`src/rtl/eeb_pkg.sv`:
```
`default_nettype none

package eeb_pkg;

   // Coefficient width; operands and the divisor are one bit narrower.
   localparam int DATA_W = 32;
   localparam int OPND_W = DATA_W - 1;

   // Quotient stack depth and the widths that follow from it.
   localparam int QSTACK_DEPTH = 2 * DATA_W + 2;
   localparam int QIDX_W       = $clog2(QSTACK_DEPTH);
   localparam int QCNT_W       = $clog2(QSTACK_DEPTH + 1);

   // Divider step counter.
   localparam int DCNT_W = $clog2(OPND_W);

   typedef logic [OPND_W-1:0] opnd_type;
   typedef logic [DATA_W-1:0] coeff_type;
   typedef logic [QIDX_W-1:0] qidx_type;
   typedef logic [QCNT_W-1:0] qcnt_type;

   // Handshake between the sequencer and the divider.
   typedef struct packed {
      logic     start;
      opnd_type dividend;
      opnd_type divisor;
   } div_req_type;

   typedef struct packed {
      logic     done;
      opnd_type quotient;
      opnd_type remainder;
   } div_rsp_type;

endpackage

`default_nettype wire

```
`src/rtl/eeb_div.sv`:
```
`default_nettype none

// Restoring divider, one quotient bit per cycle.
module eeb_div (
   input  wire logic                 clock,
   input  wire logic                 reset,
   input  wire eeb_pkg::div_req_type div_req,
   output eeb_pkg::div_rsp_type      div_rsp
);

   logic                       busy_ff, busy_in;
   logic                       done_ff, done_in;
   logic [eeb_pkg::DCNT_W-1:0] count_ff, count_in;
   eeb_pkg::opnd_type          rem_ff, rem_in;
   eeb_pkg::opnd_type          quo_ff, quo_in;
   eeb_pkg::opnd_type          dvs_ff, dvs_in;
   logic [eeb_pkg::OPND_W:0]   shifted;
   logic [eeb_pkg::OPND_W+1:0] diff;

   always_comb begin
      shifted  = {rem_ff, quo_ff[eeb_pkg::OPND_W-1]};
      diff     = {1'b0, shifted} - {2'b00, dvs_ff};
      busy_in  = busy_ff;
      done_in  = 1'b0;
      count_in = count_ff;
      rem_in   = rem_ff;
      quo_in   = quo_ff;
      dvs_in   = dvs_ff;
      if (div_req.start) begin
         busy_in  = 1'b1;
         count_in = eeb_pkg::DCNT_W'(eeb_pkg::OPND_W - 1);
         rem_in   = '0;
         quo_in   = div_req.dividend;
         dvs_in   = div_req.divisor;
      end else if (busy_ff) begin
         // The trial remainder stays below twice the divisor.
         rem_in = diff[eeb_pkg::OPND_W+1] ? shifted[eeb_pkg::OPND_W-1:0]
                                          : diff[eeb_pkg::OPND_W-1:0];
         quo_in = {quo_ff[eeb_pkg::OPND_W-2:0], ~diff[eeb_pkg::OPND_W+1]};
         if (count_ff == '0) begin
            busy_in = 1'b0;
            done_in = 1'b1;
         end else begin
            count_in = count_ff - 1'b1;
         end
      end
   end

   always_ff @(posedge clock) begin
      if (reset) begin
         busy_ff  <= 1'b0;
         done_ff  <= 1'b0;
         count_ff <= '0;
      end else begin
         busy_ff  <= busy_in;
         done_ff  <= done_in;
         count_ff <= count_in;
      end
      rem_ff <= rem_in;
      quo_ff <= quo_in;
      dvs_ff <= dvs_in;
   end

   assign div_rsp.done      = done_ff;
   assign div_rsp.quotient  = quo_ff;
   assign div_rsp.remainder = rem_ff;

endmodule

`default_nettype wire

```
`src/rtl/eeb_qstack.sv`:
```
`default_nettype none

// Quotient stack storage: one write port, one registered read port.
module eeb_qstack (
   input  wire logic              clock,
   input  wire logic              wr_en,
   input  wire eeb_pkg::qidx_type wr_addr,
   input  wire eeb_pkg::opnd_type wr_data,
   input  wire eeb_pkg::qidx_type rd_addr,
   output eeb_pkg::opnd_type      rd_data
);

   eeb_pkg::opnd_type quot_mem [eeb_pkg::QSTACK_DEPTH];
   eeb_pkg::opnd_type rd_data_ff;

   always_ff @(posedge clock) begin
      if (wr_en) begin
         quot_mem[wr_addr] <= wr_data;
      end
      rd_data_ff <= quot_mem[rd_addr];
   end

   assign rd_data = rd_data_ff;

endmodule

`default_nettype wire

```
`src/rtl/extended_euclid_bezout.sv`:
```
// Each quotient step runs on the single one-bit-per-cycle divider, and
// each unwind step passes through stack read, multiply, subtract and check.
// One item at a time: the next request is taken only once the sequencer is back in idle,
// which is delayed while a held result keeps the finished item from leaving.
// Reset: synchronous, active high; clears the sequencer and the result valid flag.
`default_nettype none

module extended_euclid_bezout (
   input  wire logic                           clock,
   input  wire logic                           reset,
   input  wire logic                           req_valid,
   output logic                                req_stall,
   input  wire logic [eeb_pkg::OPND_W-1:0]     req_operand_a,
   input  wire logic [eeb_pkg::OPND_W-1:0]     req_operand_b,
   output logic                                rsp_valid,
   input  wire logic                           rsp_stall,
   output logic [eeb_pkg::OPND_W-1:0]          rsp_divisor,
   output logic signed [eeb_pkg::DATA_W-1:0]   rsp_coeff_a,
   output logic signed [eeb_pkg::DATA_W-1:0]   rsp_coeff_b
);

   // The sequencer runs two passes. The forward pass feeds (rb, ra) to the
   // divider, pushes each quotient onto the stack and replaces the pair
   // by (ra, rb mod ra) until ra is zero. The backward pass pops the quotients
   // in reverse order and rebuilds the coefficients with x' = y - q*x, y' = x.
   // All coefficient arithmetic wraps at the coefficient width, which is exact
   // because the true coefficients always fit.
   typedef enum logic [2:0] {
      ST_IDLE,
      ST_CHECK,
      ST_DIV_WAIT,
      ST_UNWIND,
      ST_POP,
      ST_MUL,
      ST_SUB
   } state_type;

   state_type             state_ff, state_in;
   eeb_pkg::opnd_type     ra_ff, ra_in;
   eeb_pkg::opnd_type     rb_ff, rb_in;
   eeb_pkg::coeff_type    x_ff, x_in;
   eeb_pkg::coeff_type    y_ff, y_in;
   eeb_pkg::coeff_type    prod_ff, prod_in;
   eeb_pkg::qcnt_type     depth_ff, depth_in;
   logic                  rsp_valid_ff, rsp_valid_in;
   eeb_pkg::opnd_type     rsp_divisor_ff, rsp_divisor_in;
   eeb_pkg::coeff_type    rsp_coeff_a_ff, rsp_coeff_a_in;
   eeb_pkg::coeff_type    rsp_coeff_b_ff, rsp_coeff_b_in;

   eeb_pkg::div_req_type  div_req;
   eeb_pkg::div_rsp_type  div_rsp;
   logic                  push_en;
   eeb_pkg::qcnt_type     depth_dec;
   eeb_pkg::opnd_type     quot_rd;
   logic                  req_xfer;
   logic                  rsp_xfer;

   assign req_xfer  = req_valid && !req_stall;
   assign rsp_xfer  = rsp_valid_ff && !rsp_stall;
   assign depth_dec = depth_ff - 1'b1;

   // The divider is started straight from the check state whenever another
   // quotient is due, so it sees the operand registers as they stand.
   assign div_req.start    = (state_ff == ST_CHECK) && (ra_ff != '0) &&
                             (depth_ff < eeb_pkg::QCNT_W'(eeb_pkg::QSTACK_DEPTH));
   assign div_req.dividend = rb_ff;
   assign div_req.divisor  = ra_ff;

   assign push_en = (state_ff == ST_DIV_WAIT) && div_rsp.done;

   eeb_div u_div (
      .clock   (clock),
      .reset   (reset),
      .div_req (div_req),
      .div_rsp (div_rsp)
   );

   // Writes go to the current depth; the pop state reads the top entry, and
   // the registered data is ready in the multiply state.
   eeb_qstack u_qstack (
      .clock   (clock),
      .wr_en   (push_en),
      .wr_addr (depth_ff[eeb_pkg::QIDX_W-1:0]),
      .wr_data (div_rsp.quotient),
      .rd_addr (depth_dec[eeb_pkg::QIDX_W-1:0]),
      .rd_data (quot_rd)
   );

   always_comb begin
      state_in       = state_ff;
      ra_in          = ra_ff;
      rb_in          = rb_ff;
      x_in           = x_ff;
      y_in           = y_ff;
      prod_in        = prod_ff;
      depth_in       = depth_ff;
      rsp_valid_in   = rsp_valid_ff && !rsp_xfer;
      rsp_divisor_in = rsp_divisor_ff;
      rsp_coeff_a_in = rsp_coeff_a_ff;
      rsp_coeff_b_in = rsp_coeff_b_ff;

      case (state_ff)
         ST_IDLE: begin
            if (req_xfer) begin
               ra_in    = req_operand_a;
               rb_in    = req_operand_b;
               x_in     = '0;
               y_in     = eeb_pkg::DATA_W'(1);
               depth_in = '0;
               state_in = ST_CHECK;
            end
         end
         ST_CHECK: begin
            if (div_req.start) begin
               state_in = ST_DIV_WAIT;
            end else begin
               state_in = ST_UNWIND;
            end
         end
         ST_DIV_WAIT: begin
            if (div_rsp.done) begin
               rb_in    = ra_ff;
               ra_in    = div_rsp.remainder;
               depth_in = depth_ff + 1'b1;
               state_in = ST_CHECK;
            end
         end
         ST_UNWIND: begin
            if (depth_ff != '0) begin
               state_in = ST_POP;
            end else if (!rsp_valid_ff || !rsp_stall) begin
               // The output register is free (or empties this cycle).
               rsp_valid_in   = 1'b1;
               rsp_divisor_in = rb_ff;
               rsp_coeff_a_in = x_ff;
               rsp_coeff_b_in = y_ff;
               state_in       = ST_IDLE;
            end
         end
         ST_POP: begin
            depth_in = depth_dec;
            state_in = ST_MUL;
         end
         ST_MUL: begin
            prod_in  = {1'b0, quot_rd} * x_ff;
            state_in = ST_SUB;
         end
         ST_SUB: begin
            x_in     = y_ff - prod_ff;
            y_in     = x_ff;
            state_in = ST_UNWIND;
         end
         default: begin
            state_in = ST_IDLE;
         end
      endcase
   end

   always_ff @(posedge clock) begin
      if (reset) begin
         state_ff     <= ST_IDLE;
         rsp_valid_ff <= 1'b0;
         depth_ff     <= '0;
      end else begin
         state_ff     <= state_in;
         rsp_valid_ff <= rsp_valid_in;
         depth_ff     <= depth_in;
      end
      ra_ff          <= ra_in;
      rb_ff          <= rb_in;
      x_ff           <= x_in;
      y_ff           <= y_in;
      prod_ff        <= prod_in;
      rsp_divisor_ff <= rsp_divisor_in;
      rsp_coeff_a_ff <= rsp_coeff_a_in;
      rsp_coeff_b_ff <= rsp_coeff_b_in;
   end

   // A new request is taken only while the sequencer is idle; a finished
   // result may still be waiting in the output register at that time.
   assign req_stall   = (state_ff != ST_IDLE);
   assign rsp_valid   = rsp_valid_ff;
   assign rsp_divisor = rsp_divisor_ff;
   assign rsp_coeff_a = $signed(rsp_coeff_a_ff);
   assign rsp_coeff_b = $signed(rsp_coeff_b_ff);

endmodule

`default_nettype wire

```
`config.mk`:
```
export PLATFORM = sky130hd
export DESIGN_NAME = extended_euclid_bezout
export DESIGN_NICKNAME = d
export VERILOG_FILES = /design/src/rtl/eeb_pkg.sv /design/src/rtl/eeb_div.sv /design/src/rtl/eeb_qstack.sv /design/src/rtl/extended_euclid_bezout.sv
export SDC_FILE = /design/constraint.sdc
export NUM_CORES = 2
export LEC_CHECK = 0
export ABC_AREA = 1
export ABC_CLOCK_PERIOD_IN_PS = 14600
export BUFFER_PORTS_ARGS = -buffer_cell sky130_fd_sc_hd__buf_4
export CAP_MARGIN = 20
export CORE_ASPECT_RATIO = 1.2
export CORE_MARGIN = 4
export CORE_UTILIZATION = 45
export CTS_BUF_LIST = sky130_fd_sc_hd__clkbuf_4 sky130_fd_sc_hd__clkbuf_8 sky130_fd_sc_hd__clkbuf_16
export CTS_CLUSTER_SIZE = 25
export DETAILED_ROUTE_END_ITERATION = 6
export HOLD_SLACK_MARGIN = 0.03
export SYNTH_ARGS = -nofsm -noshare
export SYNTH_HDL_FRONTEND = slang
export SYNTH_SLANG_ARGS = --single-unit
```
`constraint.sdc`:
```
create_clock -name clock -period 14.6 [get_ports clock]
set_input_delay 4.38 -clock clock [delete_from_list [all_inputs] [get_ports clock]]
set_output_delay 4.38 -clock clock [all_outputs]
set_load 0.005 [all_outputs]
```
==> key figures <==
Routing
  – Initial DRT Pass Iterations: 7
  – DR DRC count: 0
  – Vias after detailed routing: 76,600
  – Iteration-0 DRC count of the detailed router: 7,964
  – Vias per cell: 5.72
  – Total wire length: 328 mm
  – Post-route ant nets: 0
  – WL/cell: 24.5 um

Layout
  – Area grow syn2layout: 11.7%
  – Storage element area: 0.0725 mm^2
  – Final net count: 10,500
  – Final-layout fill cell count: 21,800
  – Area of the multi-input gates: 0.0365 mm^2
  – Share of layout cells above drive strength 1: 8.69%

CTS
  – Postcts setup bufs: 0
  – Clk slew on worst S/H paths: 0.06 ns
  – Clock latency on the worst-skew pair: 0.93 ns
  – Clk buf depth: 4
  – Clock Tree Root: clkbuf_16
  – Hold_buf cts: 0
  – CTS tree: yes
  – Clock Sink Count: 2,441
  – CTS Buf Count: 244
  – CTS H-tree depth: 4
  – Post-cts sizing count: 0

Outcome
  – Status: finished clean

Setup path
  – Critical Path Most Common Cell: fa_1
  – Setup crit end kind: flop
  – Startpoint types: flop
  – Crit path max fanout: 20
  – Buf/Inv on CP: 4
  – Worst EP arrival: 7.94 ns
  – Critical Path RT: 15.21 ns
  – Worst setup path class: flop to flop
  – Slowest cell on crit path: edfxtp_1
  – CP delay by family, top: adder cells
  – Critical Path Max Stage Delay: 1.04 ns

Yosys
  – Top_reg_cell synth: edfxtp_1
  – Library cells used by synthesis: 48
  – Fraction of registers with async set/reset: 0%
  – EDFF count, synth: 2,361
  – Top cell type's share of synthesized area: 62.1%
  – Synth Register Bits: 2,441
  – Syn nets: 10,500
  – Syn. warnings: 0
  – Mapped Area: 0.114 mm^2
  – Synth area leaders: edfxtp_1 62%, fa_1 7.2%, o21ai_0 5.5%
  – Syn avg cell area: 11.7 um^2
  – Post-synthesis cell count: 9,802
  – Post-synthesis sequential area ratio: 63.5%
  – Area leader, netlist: edfxtp_1

STA
  – RSZ-0062 raised after global routing: no
  – Max-slew violations: 0
  – Setup violators final: 0
  – F_max: 0.136 GHz
  – Final hold vios: 0
  – Setup TNS: 0 ns
  – Setup ws final: 7.27 ns
  – Slew @ Worst Pin: 1.15 ns
  – Final Skew: 0.0733 ns
  – Final worst path period share: 50.2%
  – Rel. slew slack: 23.5%
  – Hold WS: 0.455 ns
  – Tmin final: 7.33 ns

GRT
  – Initial antenna violation count: 9
  – Grt total ovfl: 0
  – Gr usage total: 24.6%
  – Vias in the first global route: 76,000
  – First-pass GRT wire length: 488 mm
  – Largest net degree at the start of global routing: 200

Placement
  – Hpwl dp: 194 mm
  – Gpl congestion: 0.935
  – IO Port Bufs: 162
  – Dpl ws: 7.21 ns

Hold path
  – Min-Delay Path Class: flop to flop

Die
  – Row cnt: 202
  – Die H: 560 um
  – Full die area: 0.262 mm^2
  – Die X: 468 um
  – Starting Density: 45.2%
  – IO Pins: 163
  – CORE AREA: 0.252 mm^2

Run
  – Number of max-cap violations: 0
[sequential cells by signal (all words and copies together), names as in the netlist]
register and cells:
u_div.quo_ff 31, u_div.dvs_ff 31, rsp_coeff_a 32, rsp_valid 1, x_ff 32, prod_ff 32, depth_ff 7, rsp_divisor 31
u_div.rem_ff 31, rsp_coeff_b 32, u_div.done_ff 1, u_div.count_ff 5, state_ff 3, y_ff 32, u_qstack.rd_data 31, rb_ff 31
ra_ff 31, u_qstack.quot_mem 2046, u_div.busy_ff 1
[final timing paths]
check,startpoint,end,slack [ns],cells past startpoint
worst max-delay path,x_ff[14],prod_ff[28],7.27,25
worst max register to register,x_ff[14],prod_ff[28],7.27,25
worst min-delay path,x_ff[5],rsp_coeff_a[5],0.46,0
worst min register to register,x_ff[5],rsp_coeff_a[5],0.46,0
[stage by stage]
step | util (%) | instances | instance area, um^2
floorplan | - | 9802 | 114000
global placement | 47.3 | 12900 | 119000
detailed placement | 47.3 | 12900 | 119000
CTS | 50.5 | 13400 | 127000
global route | 50.5 | 13400 | 128000
finish | 50.5 | 13400 | 128000
[Yosys cell counts (all sizes together) (15+ instances only)]
library cell  instances
o211ai              227
a21o                 15
fa                  411
xor2                 45
inv                 907
or2                 102
nand2              1202
buf                 180
o21a                 17
ha                  186
clkbuf              408
xnor2                29
edfxtp             2361
o22ai               497
nor3                 20
nand4                25
a21oi               135
o21ai              1302
mux2i                31
dfxtp                80
nand3               192
nor2               1337
o21bai               44
[cell usage in the layout (no fill, tap or decap), types with 25 or more instances in the layout]
cell type and n:
edfxtp_1 2361, nor2_1 1267, o21ai_0 1255, nand2_1 1201
inv_1 896, o22ai_1 497, fa_1 411, buf_4 339
clkbuf_16 246, o211ai_1 227, nand3_1 192, ha_1 185
a21oi_1 135, dfxtp_1 79, nor2_4 69, clkbuf_4 65
or2_0 50, o21bai_1 44, o21ai_1 44, clkinv_1 43
clkinv_2 42, xor2_1 41, or2_1 36, mux2i_1 31
xnor2_1 28, nand4_1 25
[cell type report]
cell class / instances / share of cell area [%]
sequential: 2441 / 56.8
multi-input combinational: 5866 / 28.6
clock buffer: 326 / 5.37
tap: 3366 / 3.30
inverter: 907 / 2.69
timing repair buffer: 359 / 2.28
clock inverter: 119 / 0.908
antenna: 1 / 0.00196
[metal layers]
| layer | vias to the layer above | GRT usage (%) | part of all wire [%] |
|---|---|---|---|
| met5 | - | 0 | 0 |
| met4 | 0 | 8.59 | 3.7 |
| met3 | 628 | 2.79 | 6.7 |
| met2 | 3032 | 42.2 | 50 |
| met1 | 38700 | 32.3 | 40 |
| li1 | 34200 | - | - |
[cell families (layout without fill, tap and decap cells)]
group / count (synthesis) / in the layout / synth area share (%)
XOR/XNOR: 74 / 74 / 0.587
other: 0 / 1 / 0
adder cells (fa/ha/maj): 597 / 597 / 9.24
multiplexers: 31 / 31 / 0.272
buffers and inverters: 1495 / 1711 / 5.14
AO/OA/AOI/OAI: 2266 / 2266 / 11.2
flip-flops: 2441 / 2441 / 63.5
AND/OR/NAND/NOR: 2898 / 2898 / 10.1
Power is not shown: default switching activity piles up to over one toggle a cycle in this logic, so the estimate is an artifact.
